`config.mk`:
```
export PLATFORM = sky130hd
export DESIGN_NAME = crc32_record_framer_top
export DESIGN_NICKNAME = d
export VERILOG_FILES = /design/src/hdl/crf_pkg.sv /design/src/hdl/crf_in_stage.sv /design/src/hdl/crf_frame_gen.sv /design/src/hdl/crc32_record_framer_top.sv
export SDC_FILE = /design/constraint.sdc
export NUM_CORES = 1
export LEC_CHECK = 0
export BUFFER_PORTS_ARGS = -buffer_cell sky130_fd_sc_hd__buf_4
export CAP_MARGIN = 20
export CORE_MARGIN = 2
export CORE_UTILIZATION = 40
export CTS_CLUSTER_DIAMETER = 50
export DETAILED_ROUTE_END_ITERATION = 10
export GPL_ROUTABILITY_DRIVEN = 0
export SETUP_SLACK_MARGIN = 0.3
export SLEW_MARGIN = 40
export SYNTH_ARGS = -nofsm -noshare
export SYNTH_HDL_FRONTEND = slang
export SYNTH_SLANG_ARGS = --single-unit
```
`constraint.sdc`:
```
create_clock -name clk -period 3.69 [get_ports clk]
set_input_delay 0.369 -clock clk [delete_from_list [all_inputs] [get_ports clk]]
set_output_delay 0.369 -clock clk [all_outputs]
set_load 0.03 [all_outputs]
```
`src/hdl/crf_pkg.sv`:
```
`default_nettype none

package crf_pkg;

	// record format
	localparam int unsigned MAX_PAYLOAD = 512;
	localparam int unsigned REM_W = $clog2(MAX_PAYLOAD + 1);
	localparam logic [15:0] MAX_LEN = 16'(MAX_PAYLOAD);
	localparam logic [31:0] CRC_POLY = 32'hEDB88320;
	localparam logic [31:0] CRC_INIT = 32'hFFFFFFFF;
	localparam logic [31:0] RECORD_MAGIC = 32'h45584653;
	localparam logic [15:0] RECORD_VER = 16'h0001;
	localparam logic [2:0] HDR_LAST = 3'd7;
	localparam logic [2:0] CRC_LAST = 3'd4;

	// input item kinds
	localparam logic KIND_START = 1'b0;
	localparam logic KIND_DATA = 1'b1;

	typedef enum logic [1:0] {
		ST_OK        = 2'd0,
		ST_BAD_LEN   = 2'd1,
		ST_NO_RECORD = 2'd2
	} status_t;

	// one accepted input item held for the byte generator
	typedef struct packed {
		logic        valid;
		logic        kind;
		logic [15:0] payload_length;
		logic [7:0]  data_byte;
	} item_t;

	// bytewise reflected crc update
	function automatic logic [31:0] crc_byte(input logic [31:0] crc, input logic [7:0] b);
		logic [31:0] c;
		c = crc ^ {24'd0, b};
		for (int i = 0; i < 8; i++) begin
			c = c[0] ? ((c >> 1) ^ CRC_POLY) : (c >> 1);
		end
		return c;
	endfunction

	// header byte at a given position, little-endian fields
	function automatic logic [7:0] hdr_byte(input logic [2:0] idx, input logic [15:0] len);
		logic [7:0] b;
		case (idx)
			3'd0: b = RECORD_MAGIC[7:0];
			3'd1: b = RECORD_MAGIC[15:8];
			3'd2: b = RECORD_MAGIC[23:16];
			3'd3: b = RECORD_MAGIC[31:24];
			3'd4: b = len[7:0];
			3'd5: b = len[15:8];
			3'd6: b = RECORD_VER[7:0];
			default: b = RECORD_VER[15:8];
		endcase
		return b;
	endfunction

endpackage

`default_nettype wire

```
`src/hdl/crf_in_stage.sv`:
```
`default_nettype none

module crf_in_stage (
	input  wire logic         clk,
	input  wire logic         arst_n,
	input  wire logic         in_valid,
	output logic              in_stall,
	input  wire logic         kind,
	input  wire logic [15:0]  payload_length,
	input  wire logic [7:0]   data_byte,
	input  wire logic         take,
	output crf_pkg::item_t    item
);
	import crf_pkg::*;

	logic        valid_s1;
	logic        kind_s1;
	logic [15:0] len_s1;
	logic [7:0]  byte_s1;

	// hold off while the held item still has results to give
	assign in_stall = valid_s1 && !take;

	// control
	always_ff @(posedge clk or negedge arst_n) begin
		if (!arst_n) begin
			valid_s1 <= 1'b0;
		end else if (!in_stall) begin
			valid_s1 <= in_valid;
		end
	end

	// payload
	always_ff @(posedge clk) begin
		if (in_valid && !in_stall) begin
			kind_s1 <= kind;
			len_s1 <= payload_length;
			byte_s1 <= data_byte;
		end
	end

	assign item = '{valid: valid_s1, kind: kind_s1, payload_length: len_s1,
		data_byte: byte_s1};

endmodule

`default_nettype wire

```
`src/hdl/crf_frame_gen.sv`:
```
`default_nettype none

module crf_frame_gen (
	input  wire logic         clk,
	input  wire logic         arst_n,
	input  wire crf_pkg::item_t item,
	output logic              take,
	output logic              out_valid,
	input  wire logic         out_stall,
	output logic [7:0]        out_byte,
	output logic              run_last,
	output logic              frame_end,
	output logic [1:0]        status
);
	import crf_pkg::*;

	// record state
	logic [31:0]      crc_q;
	logic [REM_W-1:0] rem_q;
	logic             open_q;
	logic [2:0]       idx_q;

	// output register
	logic             ovalid_q;
	logic [7:0]       obyte_q;
	logic             olast_q;
	logic             ofend_q;
	status_t          ostat_q;

	logic             out_ready;
	logic             fire;
	logic             done;
	logic [7:0]       res_byte;
	logic             res_fend;
	status_t          res_stat;
	logic [31:0]      crc_d;
	logic [REM_W-1:0] rem_d;
	logic             open_d;
	logic             bad_len;
	logic [REM_W-1:0] rem_dec;
	logic [1:0]       crc_sel;
	logic [7:0]       hdr_b;

	assign out_ready = !ovalid_q || !out_stall;
	assign fire = item.valid && out_ready;
	assign take = fire && done;

	assign bad_len = (item.payload_length == 16'd0) || (item.payload_length > MAX_LEN);
	assign rem_dec = rem_q - REM_W'(1);
	assign crc_sel = 2'(idx_q - 3'd1);
	assign hdr_b = hdr_byte(idx_q, item.payload_length);

	// expand the held item into its result bytes, one per transfer
	always_comb begin
		res_byte = 8'd0;
		res_fend = 1'b0;
		res_stat = ST_OK;
		done = 1'b1;
		crc_d = crc_q;
		rem_d = rem_q;
		open_d = open_q;
		if (item.kind == KIND_START) begin
			if (bad_len) begin
				res_stat = ST_BAD_LEN;
				crc_d = CRC_INIT;
				rem_d = '0;
				open_d = 1'b0;
			end else begin
				// header bytes, crc folded in as each goes out
				res_byte = hdr_b;
				crc_d = crc_byte((idx_q == 3'd0) ? CRC_INIT : crc_q, hdr_b);
				done = (idx_q == HDR_LAST);
				if (idx_q == 3'd0) begin
					open_d = 1'b0;
				end
				if (done) begin
					rem_d = item.payload_length[REM_W-1:0];
					open_d = 1'b1;
				end
			end
		end else if (idx_q != 3'd0) begin
			// crc trailer, least significant byte first
			res_byte = crc_q[8*crc_sel +: 8];
			done = (idx_q == CRC_LAST);
			if (done) begin
				res_fend = 1'b1;
				open_d = 1'b0;
				crc_d = CRC_INIT;
			end
		end else if (!open_q || rem_q == '0) begin
			res_stat = ST_NO_RECORD;
		end else begin
			res_byte = item.data_byte;
			crc_d = crc_byte(crc_q, item.data_byte);
			rem_d = rem_dec;
			done = (rem_dec != '0);
		end
	end

	// state and item position
	always_ff @(posedge clk or negedge arst_n) begin
		if (!arst_n) begin
			crc_q <= CRC_INIT;
			rem_q <= '0;
			open_q <= 1'b0;
			idx_q <= 3'd0;
			ovalid_q <= 1'b0;
		end else begin
			if (fire) begin
				crc_q <= crc_d;
				rem_q <= rem_d;
				open_q <= open_d;
				idx_q <= done ? 3'd0 : idx_q + 3'd1;
			end
			if (out_ready) begin
				ovalid_q <= item.valid;
			end
		end
	end

	// result payload
	always_ff @(posedge clk) begin
		if (fire) begin
			obyte_q <= res_byte;
			olast_q <= done;
			ofend_q <= res_fend;
			ostat_q <= res_stat;
		end
	end

	assign out_valid = ovalid_q;
	assign out_byte = obyte_q;
	assign run_last = olast_q;
	assign frame_end = ofend_q;
	assign status = ostat_q;

endmodule

`default_nettype wire

```
`src/hdl/crc32_record_framer_top.sv`:
```
// crc32 record framer
// input channel: in_valid/in_stall with kind, payload_length and data_byte.
// a start item (kind 0) with a length of 1..512 gives the 8-byte header
// (magic, length, version); each data item (kind 1) gives its byte, and the
// final payload byte is followed by the 4 crc bytes, least significant first.
// a bad length or data with no open record gives one byte with a nonzero
// status; a new start drops any open record.
// output channel: out_valid/out_stall, one byte per transfer, with run_last
// on the last byte of an item and frame_end on the final crc byte.
// the first byte of an item goes from the input register through the output
// register. throughput: one output byte per cycle while out_stall is low, so
// a data item gives 1 byte, the closing data item 5, a good start 8; the byte
// generator emits one byte a cycle, if unstalled, from a single input register.
// an output stall holds the output register and the byte generator; the
// input register still takes an item while it is empty.
// reset clears the record state: crc all ones, no record open.
`default_nettype none

module crc32_record_framer_top (
	input  wire logic        clk,
	input  wire logic        arst_n,
	input  wire logic        in_valid,
	output logic             in_stall,
	input  wire logic        kind,
	input  wire logic [15:0] payload_length,
	input  wire logic [7:0]  data_byte,
	output logic             out_valid,
	input  wire logic        out_stall,
	output logic [7:0]       out_byte,
	output logic             run_last,
	output logic             frame_end,
	output logic [1:0]       status
);
	import crf_pkg::*;

	item_t item;
	logic  take;

	crf_in_stage u_in (
		.clk            (clk),
		.arst_n         (arst_n),
		.in_valid       (in_valid),
		.in_stall       (in_stall),
		.kind           (kind),
		.payload_length (payload_length),
		.data_byte      (data_byte),
		.take           (take),
		.item           (item)
	);

	crf_frame_gen u_gen (
		.clk       (clk),
		.arst_n    (arst_n),
		.item      (item),
		.take      (take),
		.out_valid (out_valid),
		.out_stall (out_stall),
		.out_byte  (out_byte),
		.run_last  (run_last),
		.frame_end (frame_end),
		.status    (status)
	);

`ifndef SYNTHESIS
	// the crc trailer always closes an item
	a_fend_last: assert property (@(posedge clk) disable iff (!arst_n)
		out_valid && frame_end |-> run_last && status == ST_OK)
		else $error("frame end without run end");

	// error results are single zero bytes
	a_err_single: assert property (@(posedge clk) disable iff (!arst_n)
		out_valid && status != ST_OK |-> run_last && !frame_end && out_byte == 8'd0)
		else $error("malformed error result");

	// input held off only while an item is waiting in the input register
	a_stall_held: assert property (@(posedge clk) disable iff (!arst_n)
		in_stall |-> item.valid && !take)
		else $error("input stalled with nothing held");

	// a held item produces a transfer out whenever the output frees up
	a_progress: assert property (@(posedge clk) disable iff (!arst_n)
		item.valid && !(out_valid && out_stall) |=> out_valid)
		else $error("held item produced no result");
`endif

endmodule

`default_nettype wire
```
==> flow_metrics.env <==
export IMPL_wirelength_met1_um=7780
export IMPL_swShare_pct=41.5
export IMPL_ys_ff_latch=85
export IMPL_core_rowCount=45
export IMPL_met2_length_um=7990
export IMPL_p_int_mw=3.49
export IMPL_rsz0062_at_grt="false"
export IMPL_clock_skew_ns=0.0130
export IMPL_fin_crit_ns=3.10
export IMPL_first_iter_violations=526
export IMPL_cts_tree="built"
export IMPL_tightest_slew_ns=0.828
export IMPL_synth_adder_area_share_pct=1.61
export IMPL_viasPerCell=5.93
export IMPL_regArea_mm2=0.00235
export IMPL_htreeDepth=3
export IMPL_startpoint_type="flip-flop"
export IMPL_setup_slack_ns=0.593
export IMPL_worstPathMaxFanout=14
export IMPL_setup_viol=0
export IMPL_synth_xor_area_share_pct=23.1
export IMPL_netlist_instances=614
export IMPL_synth_area_top_cells="edfxtp_1, dfstp_2, xnor2_1, dfrtp_1, xor2_1"
export IMPL_clockBufferDepth=2
export IMPL_die_w_um=128
export IMPL_totalWireLength_um=17800
export IMPL_postLayoutCoreUtil_pct=46.6
export IMPL_grt_pass1_vias=4959
export IMPL_groute_usage_overall_pct=22.8
export IMPL_cts_buffers=9
export IMPL_seq_area_frac_synth_pct=37.9
export IMPL_diodes=0
export IMPL_fmax_mhz=323
export IMPL_cts_setup_buffers=0
export IMPL_clk_latency_ns=0.36
export IMPL_place_ws_ns=0.663
export IMPL_wl_per_cell_um=21.0
export IMPL_place_port_buffers=42
export IMPL_clk_pin_slew_ns=0.06
export IMPL_report_final_slew_viol_count=0
export IMPL_synth_simple_gate_area_share_pct=12.4
export IMPL_r2r_start="u_gen.idx_q[1]$_DFFE_PN0P_"
export IMPL_p_switching_mw=2.48
export IMPL_fin_tns_setup_ns=0
export IMPL_holdWs_ns=0.0516
export IMPL_placed_cell_area_mm2=0.00674
export IMPL_antenna_found_initial=0
export IMPL_cp_required_ns=3.99
export IMPL_synth_ff_type="edfxtp_1"
export IMPL_syn_area_mm2=0.00620
export IMPL_boundaryPins=43
export IMPL_fill_cells=1388
export IMPL_dp_cells=830
export IMPL_vdd_drop_max_mv=0.342
export IMPL_vias=5019
export IMPL_grt_pass1_wl_um=28400
export IMPL_synth_warnings=0
export IMPL_grt_remaining_overflow=0
export IMPL_route_met3_wl_um=1510
export IMPL_dieHeight_um=128
export IMPL_p_seq_share_pct=30.2
export IMPL_cts_hold_buf=0
export IMPL_worstPathArrival_ns=3.40
export IMPL_crit_type="reg -> reg"
export IMPL_design_area_mm2=0.00705
export IMPL_synthArstFlopShare_pct=56.5
export IMPL_avgSynthCellArea_um2=10.1
export IMPL_power_mw=5.98
export IMPL_synth_compound_area_share_pct=17.7
export IMPL_r2r_slack_ns=0.59
export IMPL_drive_above_1_share_pct=24.0
export IMPL_synth_top_area_share_pct=17.9
export IMPL_dp_hpwl_um=13000
export IMPL_design_core_area_mm2=0.0151
export IMPL_crit_path_end_kind="flip-flop"
export IMPL_cts_sinks=85
export IMPL_yosys_top_cells_count="xnor2_1, nand2_1, o21ai_0"
export IMPL_syn_to_final_growth_pct=13.8
export IMPL_finalNonFillerCells=846
export IMPL_yosys_area_top_type="edfxtp_1"
export IMPL_yosysMostFrequentCell="xnor2_1"
export IMPL_synth_edff_count=37
export IMPL_start_util_pct=40.9
export IMPL_ant_nets=0
export IMPL_r2r_end="u_gen.crc_q[30]$_DFFE_PN1P_"
export IMPL_cts_resized=0
export IMPL_min_period_over_period_pct=83.9
export IMPL_dieArea_mm2=0.0165
export IMPL_slew_headroom_pct=44.2
export IMPL_grt_max_degree=49
export IMPL_comb_power_share_pct=54.1
export IMPL_drc=0
export IMPL_hold_violations=0
export IMPL_nNetsFinal=690
export IMPL_yosysUniqueCellTypes=71
export IMPL_min_path_type="in -> async"
export IMPL_synth_top_family_by_area="XOR/XNOR gates"
export IMPL_synthMuxAreaShare_pct=3.81
export IMPL_cts_root_buf="clkbuf_16"
export IMPL_multi_input_area_mm2=0.00364
export IMPL_cap_violations=0
export IMPL_first_pass_iters=4
export IMPL_syn_nets=651
export IMPL_top_layer="met4"
export IMPL_p_leak_nw=2.64
export IMPL_p_per_area_mw_per_mm2=847
export IMPL_status="complete, no violations"
export IMPL_pwr_share_clk_pct=15.8
export IMPL_reg2regPathDepth=10
==> power by group through the flow <==
stage | Sequential [mW] | Clock [mW] | Combinational [mW]
2_1_floorplan | 1.62 | 0 | 2.68
3_3_place_gp | 1.79 | 0 | 3.14
3_5_place_dp | 1.80 | 0 | 3.17
4_1_cts | 1.79 | 0.960 | 3.19
5_1_grt | 1.83 | 1.00 | 3.51
6_report | 1.80 | 0.941 | 3.23
==> routing by layer <==
layer  vias up  track usage, %
met2       238            34.9
li1       2293               -
met1      2453            31.8
met3        35            5.03
met5         -               0
met4         0            8.44
==> area by class of cell <==
| cell class | instances | area share (%) |
|---|---|---|
| clock inverters | 7 | 1.12 |
| well taps | 188 | 3.33 |
| inverters | 14 | 0.745 |
| flip-flops and latches | 85 | 33.3 |
| multi-input cells | 481 | 51.7 |
| clock buffers | 9 | 3.19 |
| repair buffers | 62 | 6.60 |
==> critical path: stages (launching register included) <==
cell and delay (ns):
dfrtp_1 0.40, inv_1 0.11, ha_1 0.50, buf_4 0.24
a22oi_1 0.08, o21ai_0 0.18, o31a_1 0.50, xor2_4 0.46
xor2_1 0.14, a221oi_1 0.30, a21o_1 0.12
==> cells in the final DEF (no fill, tap or decap), drive strengths merged, types with 7 or more instances in the layout <==
cell / count
a21oi: 36
a22oi: 11
a32oi: 9
buf: 62
clkbuf: 9
dfrtp: 16
dfstp: 32
edfxtp: 37
ha: 8
inv: 16
mux4: 8
nand2: 56
nand2b: 7
nand3: 9
nor2: 40
nor3: 10
o21ai: 45
o22ai: 20
xnor2: 101
xor2: 33
==> sequential cells by signal (all words and copies together) (netlist names) <==
signal           flops
u_in.kind_s1         1
u_gen.open_q         1
u_in.byte_s1         8
u_in.valid_s1        1
u_gen.run_last       1
u_gen.frame_end      1
u_gen.out_byte       8
u_gen.idx_q          3
u_gen.status         2
u_gen.out_valid      1
u_in.len_s1         16
u_gen.crc_q         32
u_gen.rem_q         10
==> kinds of logic (layout without fill, tap and decap cells) <==
group	count (synthesis)	in the layout
AOI/OAI and AO/OA	162	162
xor gates and xnor gates	138	138
adders and majority gates	8	8
buffers and inverters	48	92
DFF	85	85
muxes	13	13
and+or+nand+nor	160	160
==> worst max-delay path by stage <==
stage	startpoint	end	cells after the start
final	u_gen.idx_q[1]$_DFFE_PN0P_	u_gen.crc_q[30]$_DFFE_PN1P_	10
after detailed placement	u_gen.idx_q[1]$_DFFE_PN0P_	u_gen.crc_q[30]$_DFFE_PN1P_	10
after CTS	u_gen.idx_q[1]$_DFFE_PN0P_	u_gen.crc_q[30]$_DFFE_PN1P_	10
after global routing	u_gen.idx_q[1]$_DFFE_PN0P_	u_gen.crc_q[30]$_DFFE_PN1P_	10
after global placement	u_gen.idx_q[0]$_DFFE_PN0P_	u_gen.crc_q[30]$_DFFE_PN1P_	9
after floorplan	u_gen.rem_q[0]$_DFFE_PN0P_	u_in.byte_s1[0]$_DFFE_PP_	9
Power figures use the tool's default switching activity.
